--- config.mk ---
export PLATFORM = sky130hd
export DESIGN_NAME = motor_command_framer_crc7_top_flat
export DESIGN_NICKNAME = d
export VERILOG_FILES = /design/src/hdl/mcf_pkg.sv /design/src/hdl/mcf_ifs.sv /design/src/hdl/motor_command_framer_crc7_top.sv /design/src/hdl/mcf_front.sv /design/src/hdl/mcf_queue.sv /design/src/hdl/mcf_back.sv /design/src/flat_wrapper.sv
export SDC_FILE = /design/constraint.sdc
export NUM_CORES = 2
export LEC_CHECK = 0
export ABC_AREA = 0
export BUFFER_PORTS_ARGS = -buffer_cell sky130_fd_sc_hd__buf_4
export CAP_MARGIN = 20
export CORE_ASPECT_RATIO = 0.75
export CORE_UTILIZATION = 45
export DETAILED_ROUTE_END_ITERATION = 10
export GPL_TIMING_DRIVEN = 0
export PLACE_DENSITY = 0.62
export SLEW_MARGIN = 25
export SYNTH_ARGS = -nofsm -noshare
export SYNTH_HDL_FRONTEND = slang
export SYNTH_HIERARCHICAL = 1
export SYNTH_SLANG_ARGS = --single-unit
--- constraint.sdc ---
create_clock -name i_clk -period 11.63 [get_ports i_clk]
set_clock_uncertainty 0.15 [all_clocks]
set_input_delay 1.163 -clock i_clk [delete_from_list [all_inputs] [get_ports i_clk]]
set_output_delay 1.163 -clock i_clk [all_outputs]
set_load 0.03 [all_outputs]
--- src/hdl/mcf_pkg.sv ---
`default_nettype none

package mcf_pkg;

    typedef enum logic [1:0] {
        ACT_LINEAR  = 2'd0,
        ACT_CHAR    = 2'd1,
        ACT_REQUEST = 2'd2,
        ACT_REPLY   = 2'd3
    } t_action;

    typedef enum logic [1:0] {
        CFG_DEVICE = 2'd0,
        CFG_LIMIT  = 2'd1,
        CFG_INVERT = 2'd2,
        CFG_POLY   = 2'd3
    } t_cfg_idx;

    typedef enum logic [1:0] {
        KIND_SET   = 2'd0,
        KIND_REQ   = 2'd1,
        KIND_REPLY = 2'd2
    } t_kind;

    localparam int CFG_DATA_W = 15;

    typedef struct packed {
        logic [6:0]  device;
        logic [14:0] limit;
        logic        invert;
        logic [7:0]  poly;
    } t_cfg;

    localparam t_cfg CFG_RESET = '{device: 7'd0, limit: 15'd32767, invert: 1'b0,
                                   poly: 8'd145};

    typedef struct packed {
        t_kind       kind;
        logic [7:0]  b2;
        logic [7:0]  b3;
        logic [7:0]  b4;
        logic [15:0] pos;
        logic        pos_ok;
    } t_entry;

    localparam logic [7:0] SYNC_BYTE = 8'hAA;
    localparam logic [7:0] SET_BASE  = 8'h40;
    localparam logic [7:0] REQ_CMD   = 8'h65;

    // motor characteristic in q16
    localparam logic [20:0] SLOPE_UNIT  = 21'd65536;
    localparam logic [20:0] SLOPE_OUTER = 21'd4552;
    localparam logic [20:0] SLOPE_MID   = 21'd120482;
    localparam logic [20:0] SLOPE_INNER = 21'd1024098;
    localparam logic [15:0] OFS_OUTER   = 16'd34734;
    localparam logic [15:0] OFS_MID     = 16'd16384;
    localparam logic signed [16:0] BRK_OUTER = 17'sd10369;
    localparam logic signed [16:0] BRK_INNER = 17'sd1172;

    localparam logic [9:0]  SCALE   = 10'd600;
    localparam logic [11:0] ENC_MID = 12'd2048;

    localparam int Q_DEPTH = 4;
    localparam int Q_AW    = $clog2(Q_DEPTH);
    localparam logic [Q_AW:0] Q_FULL = (Q_AW + 1)'(Q_DEPTH);

    // one byte through the reflected crc-7
    function automatic logic [7:0] crc_byte(input logic [7:0] crc_in,
                                            input logic [7:0] data,
                                            input logic [7:0] poly);
        logic [7:0] c;
        c = crc_in ^ data;
        for (int k = 0; k < 8; k++) begin
            if (c[0]) begin
                c = c ^ poly;
            end
            c = c >> 1;
        end
        return c;
    endfunction

endpackage

`default_nettype wire

--- src/hdl/mcf_ifs.sv ---
`default_nettype none

interface mcf_cmd_if;
    logic               valid;
    logic               ready;
    logic [1:0]         action;
    logic signed [15:0] power;
    logic [6:0]         var_offset;
    logic [6:0]         var_length;
    logic [7:0]         reply_low;
    logic [7:0]         reply_high;
    logic [7:0]         reply_crc;

    modport source (output valid, action, power, var_offset, var_length, reply_low,
                    reply_high, reply_crc, input ready);
    modport sink (input valid, action, power, var_offset, var_length, reply_low,
                  reply_high, reply_crc, output ready);
endinterface

interface mcf_rsp_if;
    logic               valid;
    logic               ready;
    logic [7:0]         tx_byte;
    logic               last;
    logic signed [15:0] position;
    logic               position_valid;

    modport source (output valid, tx_byte, last, position, position_valid, input ready);
    modport sink (input valid, tx_byte, last, position, position_valid, output ready);
endinterface

`default_nettype wire

--- src/hdl/motor_command_framer_crc7_top.sv ---
// path: a command passes registers s1 to s6 into the queue; its first byte is then registered
// throughput: one result per cycle while the receiver is ready; a set-power frame is 5 bytes,
//   a request frame 6 and a reply check 1 result; commands are taken every cycle until the
//   4-entry queue fills and the last pipeline stage is held
// reset: synchronous, active low; clears pipeline valids, queue pointers, byte counter and
//   output valid, and loads the registers with their defaults
`default_nettype none

module motor_command_framer_crc7_top (
    input  wire logic                           i_clk,
    input  wire logic                           i_rst_n,
    mcf_cmd_if.sink                             i_cmd,
    mcf_rsp_if.source                           o_rsp,
    input  wire logic                           i_cfg_we,
    input  wire logic [1:0]                     i_cfg_idx,
    input  wire logic [mcf_pkg::CFG_DATA_W-1:0] i_cfg_data
);

    mcf_pkg::t_cfg   r_cfg;
    mcf_pkg::t_entry push_entry;
    mcf_pkg::t_entry head_entry;
    logic            push;
    logic            push_ready;
    logic            head_valid;
    logic            pop;

    always_ff @(posedge i_clk) begin
        if (!i_rst_n) begin
            r_cfg <= mcf_pkg::CFG_RESET;
        end else if (i_cfg_we) begin
            case (i_cfg_idx)
                mcf_pkg::CFG_DEVICE: r_cfg.device <= i_cfg_data[6:0];
                mcf_pkg::CFG_LIMIT:  r_cfg.limit  <= i_cfg_data[14:0];
                mcf_pkg::CFG_INVERT: r_cfg.invert <= i_cfg_data[0];
                mcf_pkg::CFG_POLY:   r_cfg.poly   <= i_cfg_data[7:0];
                default: begin
                end
            endcase
        end
    end

    mcf_front u_front (
        .i_clk        (i_clk),
        .i_rst_n      (i_rst_n),
        .i_cmd        (i_cmd),
        .i_cfg        (r_cfg),
        .i_push_ready (push_ready),
        .o_push       (push),
        .o_entry      (push_entry)
    );

    mcf_queue u_queue (
        .i_clk   (i_clk),
        .i_rst_n (i_rst_n),
        .i_push  (push),
        .i_data  (push_entry),
        .o_ready (push_ready),
        .o_valid (head_valid),
        .o_data  (head_entry),
        .i_pop   (pop)
    );

    mcf_back u_back (
        .i_clk        (i_clk),
        .i_rst_n      (i_rst_n),
        .i_cfg        (r_cfg),
        .i_head_valid (head_valid),
        .i_head       (head_entry),
        .o_pop        (pop),
        .o_rsp        (o_rsp)
    );

endmodule

`default_nettype wire

--- src/hdl/mcf_front.sv ---
`default_nettype none

module mcf_front (
    input  wire logic         i_clk,
    input  wire logic         i_rst_n,
    mcf_cmd_if.sink           i_cmd,
    input  var mcf_pkg::t_cfg i_cfg,
    input  wire logic         i_push_ready,
    output logic              o_push,
    output mcf_pkg::t_entry   o_entry
);

    typedef struct packed {
        mcf_pkg::t_kind kind;
        logic [15:0]    b34;
        logic [7:0]     rcrc;
        logic [7:0]     crc;
        logic           ok;
    } t_side;

    logic en;

    logic r_s1_v, r_s2_v, r_s3_v, r_s4_v, r_s5_v, r_s6_v;
    t_side r_s1_side, r_s2_side, r_s3_side, r_s4_side, r_s5_side, r_s6_side;
    t_side n_s1_side, n_s2_side, n_s3_side;

    logic signed [15:0] r_s1_p, n_s1_p;
    logic               r_s1_char;
    logic signed [15:0] r_s2_p, n_s2_p;
    logic [20:0]        r_s2_slope, n_s2_slope;
    logic [15:0]        r_s2_ofs, n_s2_ofs;
    logic               r_s2_oneg, n_s2_oneg;
    logic signed [37:0] r_s3_prod;
    logic [15:0]        r_s3_ofs;
    logic               r_s3_oneg;
    logic [33:0]        r_s4_num, n_s4_num;
    logic [31:0]        r_s5_mag, n_s5_mag;
    logic               r_s5_neg;
    logic [41:0]        s6_prod;
    logic [9:0]         r_s6_q;
    logic               r_s6_neg;
    logic [11:0]        v;

    assign en          = !r_s6_v || i_push_ready;
    assign i_cmd.ready = en;
    assign o_push      = r_s6_v && i_push_ready;

    // clamp and classify
    always_comb begin
        logic signed [16:0] p17;
        logic signed [16:0] lim17;
        logic signed [16:0] pc;
        p17   = {i_cmd.power[15], i_cmd.power};
        lim17 = {2'b00, i_cfg.limit};
        if (p17 > lim17) begin
            pc = lim17;
        end else if (p17 < -lim17) begin
            pc = -lim17;
        end else begin
            pc = p17;
        end
        n_s1_p = pc[15:0];
        case (i_cmd.action)
            mcf_pkg::ACT_REQUEST: n_s1_side.kind = mcf_pkg::KIND_REQ;
            mcf_pkg::ACT_REPLY:   n_s1_side.kind = mcf_pkg::KIND_REPLY;
            default:              n_s1_side.kind = mcf_pkg::KIND_SET;
        endcase
        if (i_cmd.action == mcf_pkg::ACT_REQUEST) begin
            n_s1_side.b34 = {1'b0, i_cmd.var_offset, 1'b0, i_cmd.var_length};
        end else begin
            n_s1_side.b34 = {i_cmd.reply_high, i_cmd.reply_low};
        end
        n_s1_side.rcrc = i_cmd.reply_crc;
        n_s1_side.crc  = mcf_pkg::crc_byte(8'h00, i_cmd.reply_low, i_cfg.poly);
        n_s1_side.ok   = 1'b0;
    end

    // segment select
    always_comb begin
        logic signed [16:0] x2;
        logic               oneg;
        x2 = {r_s1_p, 1'b0};
        if (!r_s1_char) begin
            n_s2_slope = mcf_pkg::SLOPE_UNIT;
            n_s2_ofs   = '0;
            oneg       = 1'b0;
        end else if (x2 < -mcf_pkg::BRK_OUTER) begin
            n_s2_slope = mcf_pkg::SLOPE_OUTER;
            n_s2_ofs   = mcf_pkg::OFS_OUTER;
            oneg       = 1'b1;
        end else if (x2 < -mcf_pkg::BRK_INNER) begin
            n_s2_slope = mcf_pkg::SLOPE_MID;
            n_s2_ofs   = mcf_pkg::OFS_MID;
            oneg       = 1'b1;
        end else if (x2 < mcf_pkg::BRK_INNER) begin
            n_s2_slope = mcf_pkg::SLOPE_INNER;
            n_s2_ofs   = '0;
            oneg       = 1'b0;
        end else if (x2 < mcf_pkg::BRK_OUTER) begin
            n_s2_slope = mcf_pkg::SLOPE_MID;
            n_s2_ofs   = mcf_pkg::OFS_MID;
            oneg       = 1'b0;
        end else begin
            n_s2_slope = mcf_pkg::SLOPE_OUTER;
            n_s2_ofs   = mcf_pkg::OFS_OUTER;
            oneg       = 1'b0;
        end
        // inversion folded into the operands
        n_s2_p    = i_cfg.invert ? -r_s1_p : r_s1_p;
        n_s2_oneg = oneg ^ i_cfg.invert;
        n_s2_side     = r_s1_side;
        n_s2_side.crc = mcf_pkg::crc_byte(r_s1_side.crc, r_s1_side.b34[15:8], i_cfg.poly);
    end

    always_comb begin
        n_s3_side    = r_s2_side;
        n_s3_side.ok = (r_s2_side.crc == r_s2_side.rcrc);
    end

    always_comb begin
        logic [33:0] ofs34;
        ofs34 = {3'b000, r_s3_ofs, 15'b0};
        if (r_s3_oneg) begin
            n_s4_num = r_s3_prod[33:0] - ofs34;
        end else begin
            n_s4_num = r_s3_prod[33:0] + ofs34;
        end
    end

    always_comb begin
        logic [33:0] neg_num;
        neg_num  = '0 - r_s4_num;
        n_s5_mag = r_s4_num[33] ? neg_num[31:0] : r_s4_num[31:0];
    end

    assign s6_prod = {10'b0, r_s5_mag} * {32'b0, mcf_pkg::SCALE};

    always_ff @(posedge i_clk) begin
        if (!i_rst_n) begin
            r_s1_v <= 1'b0;
            r_s2_v <= 1'b0;
            r_s3_v <= 1'b0;
            r_s4_v <= 1'b0;
            r_s5_v <= 1'b0;
            r_s6_v <= 1'b0;
        end else if (en) begin
            r_s1_v <= i_cmd.valid;
            r_s2_v <= r_s1_v;
            r_s3_v <= r_s2_v;
            r_s4_v <= r_s3_v;
            r_s5_v <= r_s4_v;
            r_s6_v <= r_s5_v;
        end
    end

    always_ff @(posedge i_clk) begin
        if (en) begin
            r_s1_side  <= n_s1_side;
            r_s1_p     <= n_s1_p;
            r_s1_char  <= (i_cmd.action == mcf_pkg::ACT_CHAR);
            r_s2_side  <= n_s2_side;
            r_s2_p     <= n_s2_p;
            r_s2_slope <= n_s2_slope;
            r_s2_ofs   <= n_s2_ofs;
            r_s2_oneg  <= n_s2_oneg;
            r_s3_side  <= n_s3_side;
            r_s3_prod  <= $signed({1'b0, r_s2_slope}) * r_s2_p;
            r_s3_ofs   <= r_s2_ofs;
            r_s3_oneg  <= r_s2_oneg;
            r_s4_side  <= r_s3_side;
            r_s4_num   <= n_s4_num;
            r_s5_side  <= r_s4_side;
            r_s5_mag   <= n_s5_mag;
            r_s5_neg   <= r_s4_num[33];
            r_s6_side  <= r_s5_side;
            r_s6_q     <= s6_prod[40:31];
            r_s6_neg   <= r_s5_neg;
        end
    end

    // drive code around mid scale
    assign v = r_s6_neg ? mcf_pkg::ENC_MID - {2'b00, r_s6_q}
                        : mcf_pkg::ENC_MID + {2'b00, r_s6_q};

    always_comb begin
        o_entry.kind   = r_s6_side.kind;
        o_entry.b2     = mcf_pkg::SET_BASE + {3'b000, v[4:0]};
        o_entry.b3     = {1'b0, v[11:5]};
        o_entry.b4     = '0;
        o_entry.pos    = '0;
        o_entry.pos_ok = 1'b0;
        case (r_s6_side.kind)
            mcf_pkg::KIND_REQ: begin
                o_entry.b2 = mcf_pkg::REQ_CMD;
                o_entry.b3 = r_s6_side.b34[15:8];
                o_entry.b4 = r_s6_side.b34[7:0];
            end
            mcf_pkg::KIND_REPLY: begin
                o_entry.pos    = r_s6_side.ok ? r_s6_side.b34 : 16'd0;
                o_entry.pos_ok = r_s6_side.ok;
            end
            default: begin
            end
        endcase
    end

endmodule

`default_nettype wire

--- src/hdl/mcf_queue.sv ---
`default_nettype none

module mcf_queue (
    input  wire logic            i_clk,
    input  wire logic            i_rst_n,
    input  wire logic            i_push,
    input  var mcf_pkg::t_entry  i_data,
    output logic                 o_ready,
    output logic                 o_valid,
    output mcf_pkg::t_entry      o_data,
    input  wire logic            i_pop
);

    mcf_pkg::t_entry r_mem [mcf_pkg::Q_DEPTH];
    logic [mcf_pkg::Q_AW-1:0] r_wr, r_rd;
    logic [mcf_pkg::Q_AW:0]   r_cnt;

    assign o_ready = (r_cnt != mcf_pkg::Q_FULL);
    assign o_valid = (r_cnt != '0);
    assign o_data  = r_mem[r_rd];

    always_ff @(posedge i_clk) begin
        if (!i_rst_n) begin
            r_wr  <= '0;
            r_rd  <= '0;
            r_cnt <= '0;
        end else begin
            if (i_push) begin
                r_wr <= r_wr + 1'b1;
            end
            if (i_pop) begin
                r_rd <= r_rd + 1'b1;
            end
            if (i_push && !i_pop) begin
                r_cnt <= r_cnt + 1'b1;
            end else if (!i_push && i_pop) begin
                r_cnt <= r_cnt - 1'b1;
            end
        end
    end

    always_ff @(posedge i_clk) begin
        if (i_push) begin
            r_mem[r_wr] <= i_data;
        end
    end

endmodule

`default_nettype wire

--- src/hdl/mcf_back.sv ---
`default_nettype none

module mcf_back (
    input  wire logic           i_clk,
    input  wire logic           i_rst_n,
    input  var mcf_pkg::t_cfg   i_cfg,
    input  wire logic           i_head_valid,
    input  var mcf_pkg::t_entry i_head,
    output logic                o_pop,
    mcf_rsp_if.source           o_rsp
);

    localparam logic [2:0] POS_SYNC = 3'd0;
    localparam logic [2:0] POS_ADDR = 3'd1;
    localparam logic [2:0] POS_CMD  = 3'd2;
    localparam logic [2:0] POS_DATA = 3'd3;
    localparam logic [2:0] LAST_SET = 3'd4;
    localparam logic [2:0] LAST_REQ = 3'd5;

    logic        load;
    logic        is_last;
    logic [7:0]  sel_byte;
    logic [7:0]  n_crc;
    logic [2:0]  r_idx;
    logic [7:0]  r_crc;
    logic        r_out_v;
    logic [7:0]  r_tx;
    logic        r_last;
    logic [15:0] r_pos;
    logic        r_pos_ok;

    assign load  = !r_out_v || o_rsp.ready;
    assign o_pop = load && i_head_valid && is_last;

    always_comb begin
        case (i_head.kind)
            mcf_pkg::KIND_REPLY: is_last = 1'b1;
            mcf_pkg::KIND_REQ:   is_last = (r_idx == LAST_REQ);
            default:             is_last = (r_idx == LAST_SET);
        endcase
        case (r_idx)
            POS_SYNC: sel_byte = mcf_pkg::SYNC_BYTE;
            POS_ADDR: sel_byte = {1'b0, i_cfg.device};
            POS_CMD:  sel_byte = i_head.b2;
            POS_DATA: sel_byte = i_head.b3;
            default:  sel_byte = is_last ? r_crc : i_head.b4;
        endcase
        if (i_head.kind == mcf_pkg::KIND_REPLY) begin
            sel_byte = '0;
        end
        n_crc = is_last ? 8'h00 : mcf_pkg::crc_byte(r_crc, sel_byte, i_cfg.poly);
    end

    always_ff @(posedge i_clk) begin
        if (!i_rst_n) begin
            r_out_v <= 1'b0;
            r_idx   <= '0;
            r_crc   <= '0;
        end else if (load) begin
            r_out_v <= i_head_valid;
            if (i_head_valid) begin
                r_idx <= is_last ? 3'd0 : r_idx + 3'd1;
                r_crc <= n_crc;
            end
        end
    end

    always_ff @(posedge i_clk) begin
        if (load && i_head_valid) begin
            r_tx     <= sel_byte;
            r_last   <= is_last;
            r_pos    <= i_head.pos;
            r_pos_ok <= i_head.pos_ok;
        end
    end

    assign o_rsp.valid          = r_out_v;
    assign o_rsp.tx_byte        = r_tx;
    assign o_rsp.last           = r_last;
    assign o_rsp.position       = r_pos;
    assign o_rsp.position_valid = r_pos_ok;

endmodule

`default_nettype wire

--- src/flat_wrapper.sv ---
// flat-port wrapper written by rule: the top's interface ports become plain ports
module motor_command_framer_crc7_top_flat 
  (i_clk, i_rst_n, i_cfg_we, i_cfg_idx, i_cfg_data, i_cmd_valid, i_cmd_action, i_cmd_power, i_cmd_var_offset, i_cmd_var_length, i_cmd_reply_low, i_cmd_reply_high, i_cmd_reply_crc, i_cmd_ready, o_rsp_valid, o_rsp_tx_byte, o_rsp_last, o_rsp_position, o_rsp_position_valid, o_rsp_ready);
  mcf_cmd_if i_cmd_i ();
  mcf_rsp_if o_rsp_i ();
  input  wire logic i_clk;
  input  wire logic i_rst_n;
  input  wire logic i_cfg_we;
  input  wire logic [1:0] i_cfg_idx;
  input  wire logic [mcf_pkg::CFG_DATA_W-1:0] i_cfg_data;
  input wire logic [$bits(i_cmd_i.valid)-1:0] i_cmd_valid;
  input wire logic [$bits(i_cmd_i.action)-1:0] i_cmd_action;
  input wire logic [$bits(i_cmd_i.power)-1:0] i_cmd_power;
  input wire logic [$bits(i_cmd_i.var_offset)-1:0] i_cmd_var_offset;
  input wire logic [$bits(i_cmd_i.var_length)-1:0] i_cmd_var_length;
  input wire logic [$bits(i_cmd_i.reply_low)-1:0] i_cmd_reply_low;
  input wire logic [$bits(i_cmd_i.reply_high)-1:0] i_cmd_reply_high;
  input wire logic [$bits(i_cmd_i.reply_crc)-1:0] i_cmd_reply_crc;
  output wire logic [$bits(i_cmd_i.ready)-1:0] i_cmd_ready;
  output wire logic [$bits(o_rsp_i.valid)-1:0] o_rsp_valid;
  output wire logic [$bits(o_rsp_i.tx_byte)-1:0] o_rsp_tx_byte;
  output wire logic [$bits(o_rsp_i.last)-1:0] o_rsp_last;
  output wire logic [$bits(o_rsp_i.position)-1:0] o_rsp_position;
  output wire logic [$bits(o_rsp_i.position_valid)-1:0] o_rsp_position_valid;
  input wire logic [$bits(o_rsp_i.ready)-1:0] o_rsp_ready;
  assign i_cmd_i.valid = i_cmd_valid;
  assign i_cmd_i.action = i_cmd_action;
  assign i_cmd_i.power = i_cmd_power;
  assign i_cmd_i.var_offset = i_cmd_var_offset;
  assign i_cmd_i.var_length = i_cmd_var_length;
  assign i_cmd_i.reply_low = i_cmd_reply_low;
  assign i_cmd_i.reply_high = i_cmd_reply_high;
  assign i_cmd_i.reply_crc = i_cmd_reply_crc;
  assign i_cmd_ready = i_cmd_i.ready;
  assign o_rsp_valid = o_rsp_i.valid;
  assign o_rsp_tx_byte = o_rsp_i.tx_byte;
  assign o_rsp_last = o_rsp_i.last;
  assign o_rsp_position = o_rsp_i.position;
  assign o_rsp_position_valid = o_rsp_i.position_valid;
  assign o_rsp_i.ready = o_rsp_ready;
  motor_command_framer_crc7_top u_core (.i_clk(i_clk), .i_rst_n(i_rst_n), .i_cmd(i_cmd_i), .o_rsp(o_rsp_i), .i_cfg_we(i_cfg_we), .i_cfg_idx(i_cfg_idx), .i_cfg_data(i_cfg_data));
endmodule
**Yosys cells after proc, flatten, opt, wreduce, memory -nomap -nowiden**

Memories as Yosys holds them, arrays and structs flattened. A register that Yosys moved wholly into a read port is not among the register bits.
Cells that the tools add are included.

- Bits of input ports: 78
- Output and inout port bits: 28
- Memories: 1
- Bits in writable memories: 172
- Logic and storage cells: 211
- Bits in registers: 424

Memories:

| name | depth | width | read ports | clocked after Yosys merged registers in | write ports | line | text |
|---|---|---|---|---|---|---|---|
| u_core.u_queue.r_mem | 4 | 43 | 1 | 1 | 1 | mcf_queue.sv:14 | `mcf_pkg::t_entry r_mem [mcf_pkg::Q_DEPTH];` |

- Bitwise logic cells: 28
- Order comparisons: 6
- Add/sub/neg operators: 13
- Multiply operators: 2
- Equality and inequality tests: 17
- Reductions and logical operators: 23
- Multiplexer cells: 58

Operators with widths:

| cell | count |
|---|---|
| two-way mux 8 bit | 24 |
| bitwise XOR 7 x 8 -> 8 bit | 22 |
| two-way mux 16 bit | 7 |
| two-way mux 17 bit | 4 |
| multiplier 32 x 7 -> 38 bit, second input constant | 1 |
| adder 34 x 31 -> 34 bit | 1 |
| less-than comparator 17 x 12 -> 1 bit, second input constant | 2 |
| less-than comparator 17 x 15 -> 1 bit, second input constant | 2 |
| multiplier 22 x 16 -> 34 bit | 1 |
| two-way mux 34 bit | 1 |
| subtractor 34 x 31 -> 34 bit | 1 |
| two-way mux 32 bit | 1 |
| case mux 8 bit (4 select lines) | 1 |
| subtractor 1 x 32 -> 32 bit, first input constant | 1 |
| bitwise XOR 8 bit | 4 |
| two-way mux 15 bit | 2 |
| two-way mux 24 bit | 1 |
| two-way mux 7 bit | 3 |
| two-way mux 20 bit | 1 |
| less-than comparator 16 x 17 -> 1 bit | 1 |
| negator 15 -> 17 bit | 1 |
| > comparator 16 bit | 1 |
| negator 16 bit | 1 |
| adder 12 x 10 -> 12 bit, first input constant | 1 |
| other kinds (31) | 62 |

**Logic depth before layout (Yosys ltp)**

- Depth in word-level cells: 23
- Mapped depth: 27
- Mapped depth without buffers: 26

**By module**

Netlist, hierarchy kept.

By module, submodules not included:

| module | cells an instance | area an instance (sq um) | sequential area each (sq um) | instances |
|---|---|---|---|---|
| mcf_front | 2488 | 26830.7 | 8948.6 | 1 |
| mcf_queue | 269 | 6706.4 | 5345.1 | 1 |
| mcf_back | 409 | 3686.0 | 1001.0 | 1 |
| motor_command_framer_crc7_top | 130 | 1272.5 | 620.6 | 1 |

**Worst setup path after synthesis**

OpenSTA, ideal clock, no wires.

- Path kind: register -> register
- Start: reg u_core/u_queue/r_cnt[0] (netlist name)
- End: reg u_core.u_front.r_s6_v
- Stages on the path, launching flop included: 6
- Data required time: 10.957 ns
- Path slack: 1.221 ns
- Buffers on the path: 1
- Data arrival time: 9.736 ns
- Library setup time: 0.523 ns
- Clock period less this slack: 10.409 ns
- Path through: dfxtp_1 -> nor2_1 -> nand2_1 -> nand2b_1 -> clkbuf_1 -> a21boi_0

- Word-level cells in the longest chain between the ends: 2

RTL lines:

| element | line | text |
|---|---|---|
| start, declared | mcf_queue.sv:16 | `logic [mcf_pkg::Q_AW:0] r_cnt;` |
| start signal, assigned | mcf_queue.sv:35 | `r_cnt <= r_cnt + 1'b1;` |
| start signal, assigned | mcf_queue.sv:37 | `r_cnt <= r_cnt - 1'b1;` |
| != test 3 bit | mcf_queue.sv:18 | `assign o_ready = (r_cnt != mcf_pkg::Q_FULL);` |
| named net u_core.push_ready | motor_command_framer_crc7_top.sv:23 | `logic push_ready;` |
| logical OR 1 bit | mcf_front.sv:44 | `assign en = !r_s6_v \|\| i_push_ready;` |
| named net i_cmd_ready | flat_wrapper.sv:19 | `output wire logic [$bits(i_cmd_i.ready)-1:0] i_cmd_ready;` |
| end signal, assigned | mcf_front.sv:152 | `r_s6_v <= r_s5_v;` |
| end, declared | mcf_front.sv:23 | `logic r_s1_v, r_s2_v, r_s3_v, r_s4_v, r_s5_v, r_s6_v;` |

The timed path passes the listed nets, and every way through them passes these cells.
A chain may end at the register's enable or synchronous reset.

**Final worst setup path**

- Start: reg u_core.u_front.r_s2_slope[14]
- End: reg u_core.u_front.r_s3_prod[32], data pin

- Word-level cells in the longest chain between the ends: 1

RTL lines:

| element | line | text |
|---|---|---|
| start, declared | mcf_front.sv:30 | `logic [20:0] r_s2_slope, n_s2_slope;` |
| start signal, assigned | mcf_front.sv:163 | `r_s2_slope <= n_s2_slope;` |
| multiplier 22 x 16 -> 34 bit | mcf_front.sv:167 | `r_s3_prod <= $signed({1'b0, r_s2_slope}) * r_s2_p;` |
| end signal, assigned | mcf_front.sv:167 |  |
| end, declared | mcf_front.sv:33 | `logic signed [37:0] r_s3_prod;` |

Every way passes these cells.

==> flow_summary.yaml <==
detailed_routing:
  met3_length_mm: 6.219
  via_count: 24380
  drc: 0
  dr.first_iter.drc_count: 1820
  wl_met1_mm: 42.52
  top_layer_used: "met4"
  wl_mm: 84.50
  wl_met2_mm: 34.13
  drtPass1Iterations: 6
  drt.antenna.violating_nets: 0
  viasPerCell: 5.255
  wl_per_cell_um: 18.21
finish:
  drive_gt1_share_pct: 10.91
  diodes: 0
  synthToLayoutAreaGrowth_pct: 11.45
  fin_nets: 4087
  final_area_um2: 42860
yosys:
  synth_warnings: 6
  synthCells: 3293
  syn_avg_cell_area_um2: 11.68
  synth_area_um2: 38460
global_route:
  grt_pass1_wl_mm: 132.3
  grt_usage_pct: 19.50
  grt_max_degree: 48
  first_global_vias: 23470
  grt.overflow.total: 0
  antenna_found_initial: 0
timing:
  period_share_pct: 69.94
  worstMarginPinSlew_ps: 997.2
  clock.fmax_ghz: 0.1229
  period_minus_slack_ps: 8134
  fin_tns_setup_ps: 0
  report.final.slew_viol_count: 0
  grt_setup_unrepaired: "false"
  finalHoldViolCount: 0
  setup-violations-final: 0
  slew_headroom_pct: 33.28
power_and_ir_drop:
  ir_drop_v: 0.0002355
  powerDensity_nw_per_um2: 248.0
  p_leak_nw: 18.38
die:
  ioPinCount: 106
  die_w_um: 339.6
  num_rows: 92
  die_y_um: 255.2
  die_area_um2: 86650
  core-area_um2: 84380
  start_util_pct: 45.58
placement:
  port-buffer-count: 103
  place_area_um2: 40860
  gp_congestion: 0.9236
  hpwl_mm: 65.02
clocking:
  insertion_delay_ps: 650
  ctsHoldBuffers: 0
  cts-root-buf: "clkbuf_16"
  post-cts-setup-buffer-count: 0
  cts_max_level: 2
  post_cts_resized: 0
  cts_inserted_buffers: 56
  path_clk_slew_ps: 70
  clkSinkCount: 548
  cts_tree: "yes"
  clockBufferDepth: 3
worst_setup_path:
  criticalPathCategory: "flip-flop to flip-flop"
  critPathMaxFanout: 10
  worst_path_most_repeated_cell: "fa_1"
  critical_path.slowest_cell: "fa_1"
  arrival_ps: 8350
  regToRegSetupSlack_ps: 3500
  path_cells: "clkbuf_1 -> clkbuf_1 -> nand2_1 -> fa_1 -> fa_1 -> fa_1 -> inv_1 -> fa_1 -> fa_1 -> inv_1 -> fa_1 -> inv_1 -> ha_1 -> nor2b_1 -> o21ai_0 -> nand2b_1 -> a2111o_1 -> nand2_1 -> o21ai_0 -> a41oi_1 -> a31oi_1 -> a221o_1 -> a21oi_1 -> xnor2_1"
  cpLargestDelayFamily: "adder cells"
  path_buf_inv: 5
  start_kind: "flip-flop"
  slowest_delay_ps: 640
  endpoint_kind: "flip-flop"
  crit_required_ps: 11850
flow_run:
  maxCapViolCount: 0
hold_path:
  hold_class: "flip-flop to flip-flop"
run_status:
  status: "complete, no violations"
-- sequential cells by signal (all words and copies together) (netlist names), 26 cells and up, named ones only --
signal                    flops
u_core/u_front/n_s2_side     26
u_core/r_cfg                 30
u_core/u_front/r_s3_prod     33
u_core/u_front/r_s5_mag      31
u_core/u_queue/r_mem        172
u_core/u_front/n_s3_side     33
u_core/u_front/r_s4_num      32
-- placed cells by master, fill, tap and decap left out, drive strengths merged, types with 34 or more instances in the layout --
cell type  instances
a21oi             82
and2             109
buf              159
clkbuf           132
dfxtp             56
edfxtp           492
fa               241
ha               304
inv              504
mux2i             50
mux4              43
nand2            282
nand2b            34
nor2              93
nor2b             41
o21ai            104
xnor2            183
xor2              70
-- where the power goes --
part	leakage (nW)	total (mW)	switching (mW)	internal, mW
clock network	0.971	1.92	0.788	1.14
logic	12.1	5.75	3.14	2.62
registers	5.35	2.95	0.260	2.69
-- layout make-up --
class,instances,area (um^2)
Clock inverter,35,524.3
Tap cell,1128,1411
Timing Repair Buffer,112,968.4
Clock buffer,71,1478
Multi-Input combinational cell,2134,20120
Fill cell,7532,41510
Buffer,108,575.6
Inverter,504,1892
Sequential cell,548,15900
-- routing by layer --
metal	vias up	track usage (%)
li1	11770	-
met2	695	27.62
met4	0	4.402
met1	11810	30.35
met5	-	0
met3	106	4.003
-- final timing paths --
path	depth (start not counted)	startpoint	endpoint
worst max-delay path	24	u_core/u_front/r_s2_slope[14]	u_core/u_front/r_s3_prod[32]
worst min register to register	0	u_core/u_front/n_s3_side[20]	u_core/u_front/r_s3_side[20]
worst max register to register	24	u_core/u_front/r_s2_slope[14]	u_core/u_front/r_s3_prod[32]
worst min-delay path	0	u_core/u_front/n_s3_side[20]	u_core/u_front/r_s3_side[20]
-- through the flow --
step / setup slack [ps] / power [mW] / std cells / util (%) / hold slack [ps]
2_1_floorplan: 1221 / 7.501 / 3294 / - / 250.3
3_3_place_gp: -3238 / 8.647 / 4525 / 48.17 / 250.6
3_5_place_dp: 3525 / 8.722 / 4534 / 48.42 / 254.5
4_1_cts: 3528 / 10.73 / 4640 / 50.79 / 249.5
5_1_grt: 2949 / 11.68 / 4640 / 50.80 / 262.2
6_report: 3496 / 10.63 / 4640 / 50.80 / 260.1
Note: power is estimated with default switching activity, not from simulation.
